$ cat src/rtl/cs_pkg.sv
// Shared constants and types for the column standardizer.
package cs_pkg;

  localparam int MAX_ROWS    = 64;
  localparam int ROW_W       = $clog2(MAX_ROWS);
  localparam int CNT_W       = $clog2(MAX_ROWS + 1);
  localparam int SAMPLE_W    = 16;
  localparam int SUM_W       = 23;
  localparam int DEV_W       = SAMPLE_W + 1;
  localparam int SQ_W        = 32;
  localparam int SSD_W       = 39;
  localparam int DIV_NUM_W   = 39;
  localparam int DIV_DEN_W   = 16;
  localparam int DIV_CNT_W   = $clog2(DIV_NUM_W);
  localparam int MAG_W       = 25;
  localparam int SQRT_RAD_W  = 40;
  localparam int SQRT_STEPS  = SQRT_RAD_W / 2;
  localparam int SQRT_ROOT_W = SQRT_STEPS;
  localparam int SQRT_REM_W  = SQRT_ROOT_W + 2;
  localparam int SQRT_CNT_W  = $clog2(SQRT_STEPS);
  localparam int QUEUE_DEPTH = 4;
  localparam int QPTR_W      = $clog2(QUEUE_DEPTH);
  localparam int QCNT_W      = $clog2(QUEUE_DEPTH + 1);

  // One queued input beat with its front-end classification.
  typedef struct packed {
    logic [SAMPLE_W-1:0] sample;
    logic                last;
    logic                keep;
  } q_entry_t;

  typedef struct packed {
    logic                 start;
    logic [DIV_NUM_W-1:0] num;
    logic [DIV_DEN_W-1:0] den;
  } div_req_t;

  typedef struct packed {
    logic                 done;
    logic [DIV_NUM_W-1:0] quot;
  } div_rsp_t;

endpackage

$ cat src/rtl/cs_divider.sv
// Restoring unsigned divider, one quotient bit per cycle.
module cs_divider
  import cs_pkg::*;
(
  input  logic     clk,
  input  logic     rst,
  input  div_req_t req,
  output div_rsp_t rsp
);

  logic                 busy;
  logic                 done;
  logic [DIV_CNT_W-1:0] cnt;
  logic [DIV_NUM_W-1:0] quot;
  logic [DIV_DEN_W-1:0] rem;
  logic [DIV_DEN_W-1:0] den;
  logic [DIV_DEN_W:0]   rem_sh;
  logic [DIV_DEN_W:0]   rem_dif;
  logic                 ge;

  always_comb begin
    rem_sh  = {rem, quot[DIV_NUM_W-1]};
    ge      = rem_sh >= {1'b0, den};
    rem_dif = rem_sh - {1'b0, den};
  end

  always_ff @(posedge clk) begin
    if (rst) begin
      busy <= 1'b0;
      done <= 1'b0;
      cnt  <= '0;
    end else begin
      done <= 1'b0;
      if (req.start) begin
        busy <= 1'b1;
        cnt  <= '0;
      end else if (busy) begin
        cnt <= cnt + 1'b1;
        if (cnt == DIV_CNT_W'(DIV_NUM_W - 1)) begin
          busy <= 1'b0;
          done <= 1'b1;
        end
      end
    end
  end

  always_ff @(posedge clk) begin
    if (req.start) begin
      quot <= req.num;
      rem  <= '0;
      den  <= req.den;
    end else if (busy) begin
      quot <= {quot[DIV_NUM_W-2:0], ge};
      rem  <= ge ? rem_dif[DIV_DEN_W-1:0] : rem_sh[DIV_DEN_W-1:0];
    end
  end

  assign rsp.done = done;
  assign rsp.quot = quot;

endmodule

$ cat src/rtl/cs_queue.sv
// Short FIFO of classified beats between front end and back end.
module cs_queue
  import cs_pkg::*;
(
  input  logic     clk,
  input  logic     rst,
  input  logic     push,
  input  q_entry_t push_data,
  input  logic     pop,
  output logic     full,
  output logic     head_valid,
  output q_entry_t head
);

  q_entry_t          slots [QUEUE_DEPTH];
  logic [QPTR_W-1:0] wr_ptr;
  logic [QPTR_W-1:0] rd_ptr;
  logic [QCNT_W-1:0] count;

  assign full       = count == QCNT_W'(QUEUE_DEPTH);
  assign head_valid = count != '0;
  assign head       = slots[rd_ptr];

  always_ff @(posedge clk) begin
    if (rst) begin
      wr_ptr <= '0;
      rd_ptr <= '0;
      count  <= '0;
    end else begin
      if (push) wr_ptr <= wr_ptr + 1'b1;
      if (pop)  rd_ptr <= rd_ptr + 1'b1;
      priority if (push && !pop) count <= count + 1'b1;
      else if (pop && !push)     count <= count - 1'b1;
      else                       count <= count;
    end
  end

  always_ff @(posedge clk) begin
    if (push) slots[wr_ptr] <= push_data;
  end

endmodule

$ cat src/rtl/cs_front.sv
// Input side: takes sample beats and marks which ones fit in the column buffer.
module cs_front
  import cs_pkg::*;
(
  input  logic                clk,
  input  logic                rst,
  input  logic                in_valid,
  output logic                in_stall,
  input  logic [SAMPLE_W-1:0] sample,
  input  logic                last_sample,
  input  logic                full,
  output logic                push,
  output q_entry_t            push_data
);

  logic [CNT_W-1:0] count;
  logic             keep;

  assign in_stall         = full;
  assign push             = in_valid && !full;
  assign keep             = count < CNT_W'(MAX_ROWS);
  assign push_data.sample = sample;
  assign push_data.last   = last_sample;
  assign push_data.keep   = keep;

  always_ff @(posedge clk) begin
    if (rst) begin
      count <= '0;
    end else if (push) begin
      // restart on column close, drop overflow beats from the count
      priority if (last_sample) count <= '0;
      else if (keep)            count <= count + 1'b1;
      else                      count <= count;
    end
  end

endmodule

$ cat src/rtl/cs_back.sv
// Back end: column buffer, statistics sequencer, root unit and result register.
module cs_back
  import cs_pkg::*;
(
  input  logic                clk,
  input  logic                rst,
  input  logic                cfg_write_enable,
  input  logic                cfg_write_data,
  input  logic                head_valid,
  input  q_entry_t            head,
  output logic                pop,
  output div_req_t            div_req,
  input  div_rsp_t            div_rsp,
  output logic                out_valid,
  input  logic                out_stall,
  output logic [SAMPLE_W-1:0] value,
  output logic [ROW_W-1:0]    position,
  output logic [SAMPLE_W-1:0] column_mean,
  output logic [SAMPLE_W-1:0] column_stddev,
  output logic                last_result
);

  typedef enum logic [14:0] {
    S_LOAD         = 15'h0001,
    S_MEAN_GO      = 15'h0002,
    S_MEAN_WAIT    = 15'h0004,
    S_DEV_RD       = 15'h0008,
    S_DEV_MUL      = 15'h0010,
    S_DEV_ACC      = 15'h0020,
    S_VAR_GO       = 15'h0040,
    S_VAR_WAIT     = 15'h0080,
    S_SQRT         = 15'h0100,
    S_SQRT_RND     = 15'h0200,
    S_OUT_RD       = 15'h0400,
    S_OUT_DEV      = 15'h0800,
    S_OUT_DIV_GO   = 15'h1000,
    S_OUT_DIV_WAIT = 15'h2000,
    S_OUT_EMIT     = 15'h4000
  } state_t;

  state_t state;
  logic   scale_enable;

  logic [SAMPLE_W-1:0]    column_store [MAX_ROWS];
  logic [CNT_W-1:0]       row_count;
  logic signed [SUM_W-1:0] running_sum;

  logic [CNT_W-1:0]       idx;
  logic [SAMPLE_W-1:0]    rdata;
  logic [SAMPLE_W-1:0]    mean;
  logic [DEV_W-1:0]       dev;
  logic [SQ_W-1:0]        prod;
  logic [SSD_W-1:0]       ssd;
  logic [SQRT_RAD_W-1:0]  rad;
  logic [SQRT_ROOT_W-1:0] root;
  logic [SQRT_REM_W-1:0]  rem;
  logic [SQRT_CNT_W-1:0]  step;
  logic [SAMPLE_W-1:0]    stddev;
  logic [MAG_W-1:0]       res_mag;

  logic [CNT_W-1:0]          n_less;
  logic                      last_row;
  logic                      out_free;
  logic [SUM_W-1:0]          sum_mag;
  logic [DEV_W-1:0]          dev_c;
  logic [SAMPLE_W-1:0]       dev_mag;
  logic signed [2*DEV_W-1:0] sq_full;
  logic [SQRT_REM_W+1:0]     rem_sh;
  logic [SQRT_REM_W+1:0]     trial;
  logic                      take;
  logic [SQRT_ROOT_W:0]      root_rnd;
  logic [SAMPLE_W-1:0]       val_c;

  assign pop      = (state == S_LOAD) && head_valid;
  assign n_less   = row_count - 1'b1;
  assign last_row = idx == n_less;
  assign out_free = !out_valid || !out_stall;

  always_comb begin
    sum_mag = running_sum[SUM_W-1] ? SUM_W'(-running_sum) : running_sum;
    dev_c   = {rdata[SAMPLE_W-1], rdata} - {mean[SAMPLE_W-1], mean};
    dev_mag = dev[DEV_W-1] ? SAMPLE_W'(-dev) : dev[SAMPLE_W-1:0];
    // square the deviation of the row that the buffer read just returned
    sq_full = $signed(dev_c) * $signed(dev_c);
    rem_sh  = {rem, rad[SQRT_RAD_W-1 -: 2]};
    trial   = {2'b00, root, 2'b01};
    take    = rem_sh >= trial;
    root_rnd = {1'b0, root} + ((rem > SQRT_REM_W'(root)) ? 1'b1 : 1'b0);
    // saturate the signed result to the 16-bit range
    if (!dev[DEV_W-1]) begin
      val_c = (res_mag > MAG_W'(32767)) ? 16'h7FFF : res_mag[SAMPLE_W-1:0];
    end else begin
      val_c = (res_mag > MAG_W'(32768)) ? 16'h8000 : SAMPLE_W'(-res_mag[SAMPLE_W-1:0]);
    end
  end

  always_comb begin
    div_req.start = (state == S_MEAN_GO) || (state == S_VAR_GO) || (state == S_OUT_DIV_GO);
    unique case (state)
      S_MEAN_GO: begin
        div_req.num = DIV_NUM_W'(sum_mag) + DIV_NUM_W'(row_count >> 1);
        div_req.den = DIV_DEN_W'(row_count);
      end
      S_VAR_GO: begin
        div_req.num = ssd + DIV_NUM_W'(n_less >> 1);
        div_req.den = DIV_DEN_W'(n_less);
      end
      default: begin
        div_req.num = (DIV_NUM_W'(dev_mag) << 8) + DIV_NUM_W'(stddev >> 1);
        div_req.den = stddev;
      end
    endcase
  end

  // control
  always_ff @(posedge clk) begin
    if (rst) begin
      state        <= S_LOAD;
      scale_enable <= 1'b1;
      row_count    <= '0;
      running_sum  <= '0;
      out_valid    <= 1'b0;
    end else begin
      if (cfg_write_enable) scale_enable <= cfg_write_data;
      if (out_valid && !out_stall && state != S_OUT_EMIT) out_valid <= 1'b0;
      unique case (state)
        S_LOAD: begin
          if (pop) begin
            if (head.keep) begin
              row_count   <= row_count + 1'b1;
              running_sum <= running_sum +
                             SUM_W'($signed(head.sample));
            end
            if (head.last) state <= S_MEAN_GO;
          end
        end
        S_MEAN_GO:   state <= S_MEAN_WAIT;
        S_MEAN_WAIT: begin
          if (div_rsp.done) state <= (row_count > CNT_W'(1)) ? S_DEV_RD : S_OUT_RD;
        end
        S_DEV_RD:    state <= S_DEV_MUL;
        S_DEV_MUL:   state <= S_DEV_ACC;
        S_DEV_ACC:   state <= last_row ? S_VAR_GO : S_DEV_RD;
        S_VAR_GO:    state <= S_VAR_WAIT;
        S_VAR_WAIT:  if (div_rsp.done) state <= S_SQRT;
        S_SQRT:      if (step == SQRT_CNT_W'(SQRT_STEPS - 1)) state <= S_SQRT_RND;
        S_SQRT_RND:  state <= S_OUT_RD;
        S_OUT_RD:    state <= S_OUT_DEV;
        S_OUT_DEV: begin
          state <= (scale_enable && stddev != '0) ? S_OUT_DIV_GO : S_OUT_EMIT;
        end
        S_OUT_DIV_GO:   state <= S_OUT_DIV_WAIT;
        S_OUT_DIV_WAIT: if (div_rsp.done) state <= S_OUT_EMIT;
        S_OUT_EMIT: begin
          if (out_free) begin
            out_valid <= 1'b1;
            if (last_row) begin
              state       <= S_LOAD;
              row_count   <= '0;
              running_sum <= '0;
            end else begin
              state <= S_OUT_RD;
            end
          end
        end
        default: state <= S_LOAD;
      endcase
    end
  end

  // datapath
  always_ff @(posedge clk) begin
    unique case (state)
      S_MEAN_WAIT: begin
        if (div_rsp.done) begin
          mean   <= running_sum[SUM_W-1] ? SAMPLE_W'(-div_rsp.quot[SAMPLE_W-1:0])
                                         : div_rsp.quot[SAMPLE_W-1:0];
          idx    <= '0;
          ssd    <= '0;
          stddev <= '0;
        end
      end
      S_DEV_MUL: prod <= sq_full[SQ_W-1:0];
      S_DEV_ACC: begin
        ssd <= ssd + SSD_W'(prod);
        idx <= last_row ? '0 : idx + 1'b1;
      end
      S_VAR_WAIT: begin
        if (div_rsp.done) begin
          rad  <= SQRT_RAD_W'(div_rsp.quot);
          root <= '0;
          rem  <= '0;
          step <= '0;
        end
      end
      S_SQRT: begin
        rad  <= rad << 2;
        root <= {root[SQRT_ROOT_W-2:0], take};
        rem  <= take ? SQRT_REM_W'(rem_sh - trial) : SQRT_REM_W'(rem_sh);
        step <= step + 1'b1;
      end
      S_SQRT_RND: begin
        stddev <= (root_rnd > (SQRT_ROOT_W+1)'(16'hFFFF)) ? 16'hFFFF
                                                         : root_rnd[SAMPLE_W-1:0];
      end
      S_OUT_DEV: begin
        dev     <= dev_c;
        res_mag <= MAG_W'(dev_c[DEV_W-1] ? SAMPLE_W'(-dev_c) : dev_c[SAMPLE_W-1:0]);
      end
      S_OUT_DIV_WAIT: begin
        if (div_rsp.done) res_mag <= div_rsp.quot[MAG_W-1:0];
      end
      S_OUT_EMIT: begin
        if (out_free) begin
          value         <= val_c;
          position      <= idx[ROW_W-1:0];
          column_mean   <= mean;
          column_stddev <= stddev;
          last_result   <= last_row;
          idx           <= idx + 1'b1;
        end
      end
      default: begin
      end
    endcase
    if (state == S_DEV_RD || state == S_OUT_RD) dev <= dev_c;
  end

  // column buffer: write on load, registered read at idx
  always_ff @(posedge clk) begin
    if (pop && head.keep) column_store[row_count[ROW_W-1:0]] <= head.sample;
    rdata <= column_store[idx[ROW_W-1:0]];
  end

  a_count_bound: assert property (@(posedge clk) disable iff (rst)
    row_count <= CNT_W'(MAX_ROWS))
    else $error("row count past buffer depth");

  a_emit_in_range: assert property (@(posedge clk) disable iff (rst)
    (state == S_OUT_EMIT) |-> (idx < row_count))
    else $error("emit index past column length");

  a_div_owner: assert property (@(posedge clk) disable iff (rst)
    div_rsp.done |-> (state == S_MEAN_WAIT || state == S_VAR_WAIT ||
                      state == S_OUT_DIV_WAIT))
    else $error("divider result with no waiting consumer");

endmodule

$ cat src/rtl/column_standardize.sv
// Column z-score unit: top level joining front end, queue, back end and divider.
//
// Samples stream in one beat per cycle, while in_stall is low, through a four-entry
// queue; up to 64 rows are buffered and later rows are dropped. The beat marked last
// closes the column. The back end then computes the mean with the shared bit-serial
// divider and, for more than one row, walks the buffer (read, multiply, accumulate)
// for the squared deviations, divides by n-1 and takes a 20-step square root. It
// emits one result per row, passing it through the divider only when scaling with a
// nonzero deviation. Input beats of the next column are queued while a column is
// being emitted, until the queue is full.
module column_standardize
  import cs_pkg::*;
(
  input  logic                clk,
  input  logic                rst,
  input  logic                cfg_write_enable,
  input  logic                cfg_write_data,
  input  logic                in_valid,
  output logic                in_stall,
  input  logic [SAMPLE_W-1:0] sample,
  input  logic                last_sample,
  output logic                out_valid,
  input  logic                out_stall,
  output logic [SAMPLE_W-1:0] value,
  output logic [ROW_W-1:0]    position,
  output logic [SAMPLE_W-1:0] column_mean,
  output logic [SAMPLE_W-1:0] column_stddev,
  output logic                last_result
);

  logic     push;
  q_entry_t push_data;
  logic     full;
  logic     pop;
  logic     head_valid;
  q_entry_t head;
  div_req_t div_req;
  div_rsp_t div_rsp;

  cs_front u_front (
    .clk         (clk),
    .rst         (rst),
    .in_valid    (in_valid),
    .in_stall    (in_stall),
    .sample      (sample),
    .last_sample (last_sample),
    .full        (full),
    .push        (push),
    .push_data   (push_data)
  );

  cs_queue u_queue (
    .clk        (clk),
    .rst        (rst),
    .push       (push),
    .push_data  (push_data),
    .pop        (pop),
    .full       (full),
    .head_valid (head_valid),
    .head       (head)
  );

  cs_divider u_div (
    .clk (clk),
    .rst (rst),
    .req (div_req),
    .rsp (div_rsp)
  );

  cs_back u_back (
    .clk              (clk),
    .rst              (rst),
    .cfg_write_enable (cfg_write_enable),
    .cfg_write_data   (cfg_write_data),
    .head_valid       (head_valid),
    .head             (head),
    .pop              (pop),
    .div_req          (div_req),
    .div_rsp          (div_rsp),
    .out_valid        (out_valid),
    .out_stall        (out_stall),
    .value            (value),
    .position         (position),
    .column_mean      (column_mean),
    .column_stddev    (column_stddev),
    .last_result      (last_result)
  );

endmodule

$ cat config.mk
export PLATFORM = sky130hd
export DESIGN_NAME = column_standardize
export DESIGN_NICKNAME = d
export VERILOG_FILES = /design/src/rtl/cs_pkg.sv /design/src/rtl/cs_divider.sv /design/src/rtl/cs_queue.sv /design/src/rtl/cs_front.sv /design/src/rtl/cs_back.sv /design/src/rtl/column_standardize.sv
export SDC_FILE = /design/constraint.sdc
export NUM_CORES = 2
export LEC_CHECK = 0
export ABC_AREA = 1
export BUFFER_PORTS_ARGS = -buffer_cell sky130_fd_sc_hd__buf_2
export CAP_MARGIN = 20
export CORE_ASPECT_RATIO = 0.5
export CORE_MARGIN = 8
export CORE_UTILIZATION = 50
export CTS_CLUSTER_DIAMETER = 30
export DETAILED_ROUTE_END_ITERATION = 16
export PLACE_DENSITY = 0.68
export SLEW_MARGIN = 40
export SYNTH_ARGS = -nofsm -noshare
export SYNTH_HDL_FRONTEND = slang
export SYNTH_HIERARCHICAL = 1
export SYNTH_SLANG_ARGS = --single-unit
$ cat constraint.sdc
create_clock -name clk -period 6.9 [get_ports clk]
set_input_delay 0.69 -clock clk [delete_from_list [all_inputs] [get_ports clk]]
set_output_delay 0.69 -clock clk [all_outputs]
set_load 0.1 [all_outputs]
## Yosys cells after proc, flatten, opt, wreduce, memory -nomap -nowiden

Memories as Yosys holds them, arrays and structs flattened. A register that Yosys moved wholly into a read port is not among the register bits.
Cells that the tools add are included.

- Bitwise logic cells: 1
- Add/sub/neg operators: 24
- Eq/ne operators: 29
- $mul: 1
- Reductions and logical operators: 41
- $lt $le $gt $ge: 8
- Mux-type cells: 73

Operators with widths:

| operator | number |
|---|---|
| $pmux W15 S15 | 1 |
| $mux W16 | 9 |
| $mux W15 | 8 |
| $mux W39 | 3 |
| $mux W23 | 5 |
| $pmux W55 S2 | 1 |
| $pmux W40 S2 | 1 |
| $pmux W39 S2 | 1 |
| $mux W7 | 10 |
| $neg A16 Y16 | 4 |
| $pmux W25 S2 | 1 |
| $pmux W23 S2 | 1 |
| $mux W22 | 2 |
| $pmux W22 S2 | 1 |
| $mux W40 | 1 |
| $pmux W20 S2 | 1 |
| $add A39 B32 Y39 | 1 |
| $add A39 B6 Y39 | 1 |
| $mux W17 | 2 |
| $mul A17 B17 Y32 | 1 |
| $pmux W16 S2 | 1 |
| $add A24 B15 Y25 | 1 |
| $gt A25 B15 Y1 const B | 1 |
| $gt A25 B16 Y1 const B | 1 |
| 65 further kinds | 118 |

- Output and inout port bits: 57
- Memories: 2
- Memory bits (writable): 1096
- Register bits: 434

Memories:

| memory | words | width | read ports | clocked after memory_dff | write ports | line | source |
|---|---|---|---|---|---|---|---|
| u_back.column_store | 64 | 16 | 1 | 1 | 1 | cs_back.sv:44 | `logic [SAMPLE_W-1:0] column_store [MAX_ROWS];` |
| u_queue.slots | 4 | 18 | 1 | 1 | 1 | cs_queue.sv:15 | `q_entry_t slots [QUEUE_DEPTH];` |

## Depth between registers and ports, before layout

- Depth in word-level cells: 7
- Depth in mapped cells: 39
- Depth with buffers taken out: 38

## By module

Netlist, hierarchy kept.

By module, submodules not included:

| module | cells an instance | times used | area each (µm²) |
|---|---|---|---|
| cs_back | 7101 | 1 | 73146.4 |
| cs_divider | 565 | 1 | 4441.8 |
| cs_queue | 233 | 1 | 3155.5 |
| cs_front | 78 | 1 | 544.3 |

## Worst setup path after synthesis

No wires, ideal clock.

- Path type: reg2reg
- Start point: reg u_back.mean[0]
- End point: reg u_back.prod[30] (data pin)
- Slack: -0.536 ns
- Library setup time: 0.265 ns
- Data required time: 6.635 ns
- Data arrival time: 7.171 ns
- Cell stages (with the launch flop): 32
- Period minus slack after synthesis: 7.436 ns
- Path through: edfxtp_1 -> ha_1 -> fa_1 -> inv_1 -> nand3_2 -> nand2_4 -> nand4_1 -> nand3_1 -> nand2_1 -> o21ai_1 -> nand2_2 -> inv_2 -> buf_2 -> buf_2 -> nor2_1 -> fa_1 -> fa_1 -> inv_1 -> fa_1 -> inv_1 -> fa_1 -> inv_1 -> fa_1 -> fa_1 -> inv_1 -> ha_1 -> inv_1 -> nor3_1 -> and3_1 -> a221oi_1 -> o21ai_0 -> xor2_1

- Longest elaborated chain between the ends: 2

Ends and longest elaborated chain:

| what | line | source |
|---|---|---|
| start: declaration | cs_back.sv:50 | `logic [SAMPLE_W-1:0] mean;` |
| start signal: assignment | cs_back.sv:176 | `mean <= running_sum[SUM_W-1] ? SAMPLE_W'(-div_rsp.quot[SAMPLE_W-1:0])` |
| $sub A16 B16 Y17 | cs_back.sv:81 | `dev_c = {rdata[SAMPLE_W-1], rdata} - {mean[SAMPLE_W-1], mean};` |
| $mul A17 B17 Y32 | cs_back.sv:84 | `sq_full = $signed(dev_c) * $signed(dev_c);` |
| named net u_back.sq_full[30] | cs_back.sv:67 | `logic signed [2*DEV_W-1:0] sq_full;` |
| end signal: assignment | cs_back.sv:183 | `S_DEV_MUL: prod <= sq_full[SQ_W-1:0];` |
| end: declaration | cs_back.sv:52 | `logic [SQ_W-1:0] prod;` |

The timed path passes the listed nets, and every way through them passes these cells.
A chain may end at the register's enable or synchronous reset.

## Final worst setup path

- Start point: reg u_back.mean[0]
- End point: reg u_back.prod[27] (data pin)

Same word-level chain as after synthesis.

==> impl_results.md <==
- Status: complete, but fails checks
- Period utilization: 102%
- Critical path type: flip-flop to flip-flop
- Prevailing post-synth register cell: edfxtp_1
- Worst r2r path cells: 32
- DRT Pass-1 Iters: 6
- Final Max Tran Viols: 0
- GRT Util Overall: 27.1%
- Reg-to-reg startpoint: u_back/mean[0]$_DFFE_PP_
- Syn Inst Count: 7977
- R2R Setup Slk: -0.14 ns
- Vias: 62213
- Warnings from Yosys: 6
- Worst relative slew slack: 36.5%
- WP depth: 32
- WP data required: 7.44 ns
- Register Area: 45400 um^2
- Critical path arrival: 7.59 ns
- DRC Markers: 0
- DR iter-0 viols: 8474
- Full die area: 177000 um^2
- Ys async rst share: 0%
- PortBufs: 79
- Post-Syn Area: 81300 um^2
- Fmax: 0.142 GHz
- Area grow syn2layout: 16.8%
- Layout Nets: 8892
- Worst-path clk slew: 0.06 ns
- CP bufs+invs: 8
- Distinct cell type count after synthesis: 74
- Reg2reg end: u_back/prod[27]$_DFFE_PP_
- # clock sinks: 1547
- Die height: 301 um
- Worst hold path class: input port to flip-flop
- Multi-input gate area: 32100 um^2
- Initial cell density of the core: 50.4%
- FF+latch count, synth: 1547
- Worst Tran Pin Value: 0.952 ns
- Hold worst-path end: u_queue/slots[2][2]$_DFFE_PP_
- Drt total wl: 244000 um
- Top delay family on crit path: adder cells
- Fin crit period: 7.04 ns
- Crit. End Element: flip-flop
- Post-detail-place hpwl: 164000 um
- Initial antenna violation count: 12
- Max FO, Critical Path: 7
- RSZ-0062 raised after global routing: yes
- CTS tree: built
- Clk_lat worst skew: 0.87 ns
- Root Driver: clkbuf_16
- Max-Cap Viols: 0
- Routed wire per std cell: 22.7 um
- Post-synthesis net count: 8494
- Remaining antenna violation count: 0
- CP peak stage delay: 0.67 ns
- Clock Skews: 0.0935 ns
- Congestion Overflow GR: 0
- Seq/Total Area, Yosys: 55.9%
- Critical Path Slowest Stage Cell: fa_2
- RD Place Congestion: 0.985
- Vias per inst: 5.80
- CTS Buf Count: 210
- Hold path start: sample[0]
- Vias in the first global route: 58769
- Post-synth EDFFs: 1444
- First-pass GRT wire length: 365000 um
- Core area: 161000 um^2
- Die Wd: 586 um
- Hold Path Stages: 1
- Final setup fails: 7
- CTS H-Tree Depth: 4
- Setup crit start kind: flip-flop
- Hold Violations, Final: 0
- Largest net degree at the start of global routing: 165
- Fill cells: 13165
- Clk buf depth: 4
- Site row count: 104
- Ports: 80
- Layout Utilization: 58.9%
- Failing checks: negative setup slack
- Setup ws final: -0.142 ns
- Mean Syn Cell Area: 10.2 um^2
- Share of cells above drive strength 1: 14.7%
layer usage:
layer | share of wire (%) | GRT usage (%)
met5 | 0.020 | 0
met4 | 2.4 | 6.56
met3 | 13 | 7.72
met2 | 42 | 39.7
met1 | 42 | 39.9
through the flow:
step / instance area, um^2 / hold WS (ns) / cells / setup TNS [ns] / setup WS, ns
after detailed placement: 86600 / 0.431 / 10293 / -4.03 / -0.451
after CTS: 94400 / 0.000768 / 10708 / -0.333 / -0.0869
final: 94900 / 0.0504 / 10727 / -0.811 / -0.142
after global placement: 86500 / 0.425 / 10292 / -1.95 / -0.293
after global routing: 94900 / 0.0133 / 10722 / -3.77 / -0.417
after floorplan: 81500 / 0.412 / 7977 / -0.00606 / -0.00606
worst max-delay path by stage:
| stage | startpoint | slack, ns | endpoint |
|---|---|---|---|
| 6_report | u_back/mean[0]$_DFFE_PP_ | -0.14 | u_back/prod[27]$_DFFE_PP_ |
| 5_1_grt | u_back/mean[0]$_DFFE_PP_ | -0.42 | u_back/prod[29]$_DFFE_PP_ |
| 4_1_cts | u_back/mean[0]$_DFFE_PP_ | -0.09 | u_back/prod[31]$_DFFE_PP_ |
| 3_5_place_dp | u_back/mean[0]$_DFFE_PP_ | -0.45 | u_back/prod[29]$_DFFE_PP_ |
| 3_3_place_gp | u_back/mean[0]$_DFFE_PP_ | -0.29 | u_back/prod[29]$_DFFE_PP_ |
| 2_1_floorplan | u_back/mean[0]$_DFFE_PP_ | -0.006 | u_back/prod[30]$_DFFE_PP_ |
sequential cells by signal (all words and copies together), names as in the netlist, 17 cells and up, named ones only:
register,cells
u_back/column_store,1024
u_queue/slots,72
u_back/rad,40
u_back/ssd,39
u_div/quot,39
u_back/prod,31
u_back/res_mag,25
u_back/running_sum,23
u_back/rem,22
u_back/root,20
u_back/dev,17
cell usage after synthesis (all sizes together), types with 77 or more instances:
| library cell | instances | area, um^2 |
|---|---|---|
| nor3 | 77 | 427 |
| edfxtp | 1444 | 43400 |
| a21oi | 278 | 1400 |
| nor2 | 1243 | 4780 |
| nand3 | 253 | 1330 |
| inv | 897 | 3380 |
| o21ai | 942 | 4730 |
| nand4 | 86 | 544 |
| nand2 | 1073 | 4140 |
| ha | 228 | 2850 |
| xor2 | 117 | 1100 |
| buf | 110 | 678 |
| clkbuf | 238 | 898 |
| fa | 266 | 5330 |
| dfxtp | 103 | 2060 |
| o22ai | 335 | 2100 |
area by class of cell:
class	count	area share, %
Inverter	909	3.65
Clock buffer	235	5.70
Clock inverter	151	1.73
Antenna cell	5	0.0132
Tap cell	2173	2.86
Timing Repair Buffer	534	4.33
Multi-Input combinational cell	5173	33.8
Sequential cell	1547	47.9
placed cells by master, fill, tap and decap left out, types with 19 or more instances in the layout:
master,n
a21oi_1,253
a21oi_2,19
a31oi_1,22
buf_2,79
buf_4,415
bufinv_16,19
clkbuf_1,20
clkbuf_16,211
clkinv_1,19
clkinv_2,28
clkinvlp_4,23
dfxtp_1,102
edfxtp_1,1444
fa_1,254
ha_1,205
ha_4,21
inv_1,842
inv_2,44
inv_6,38
nand2_1,1008
nand2_2,47
nand3_1,231
nand3_2,22
nand4_1,85
nor2_1,1175
nor2_2,47
nor2_4,21
nor3_1,63
nor4_1,19
o211ai_1,19
o21a_1,22
o21ai_0,893
o21ai_1,35
o22ai_1,313
xnor2_1,41
xor2_1,105
repair_timing:
action / in CTS / in global routing
hold buffers: 6 / 0
cloned: 1 / 0
endpoints found under the hold margin: 20 / 0
setup buffers: 22 / 12
endpoints found under the setup margin: 15 / 19
pin swaps: 103 / 65
resized for setup: 121 / 108
logic make-up (layout without fill, tap and decap cells):
family	Yosys count	count (layout)	share of synthesized area [%]
buffers and inverters	1257	1829	6.15
multiplexers	9	9	0.111
AND/OR/NAND/NOR	2800	2800	14.4
adder cells (fa/ha/maj)	494	494	10.1
AO/OA/AOI/OAI	1708	1708	11.6
XOR/XNOR	162	162	1.84
other	0	5	0
flip-flops	1547	1547	55.9
Power is not shown: default switching activity piles up to over one toggle a cycle in this logic, so the estimate is an artifact.
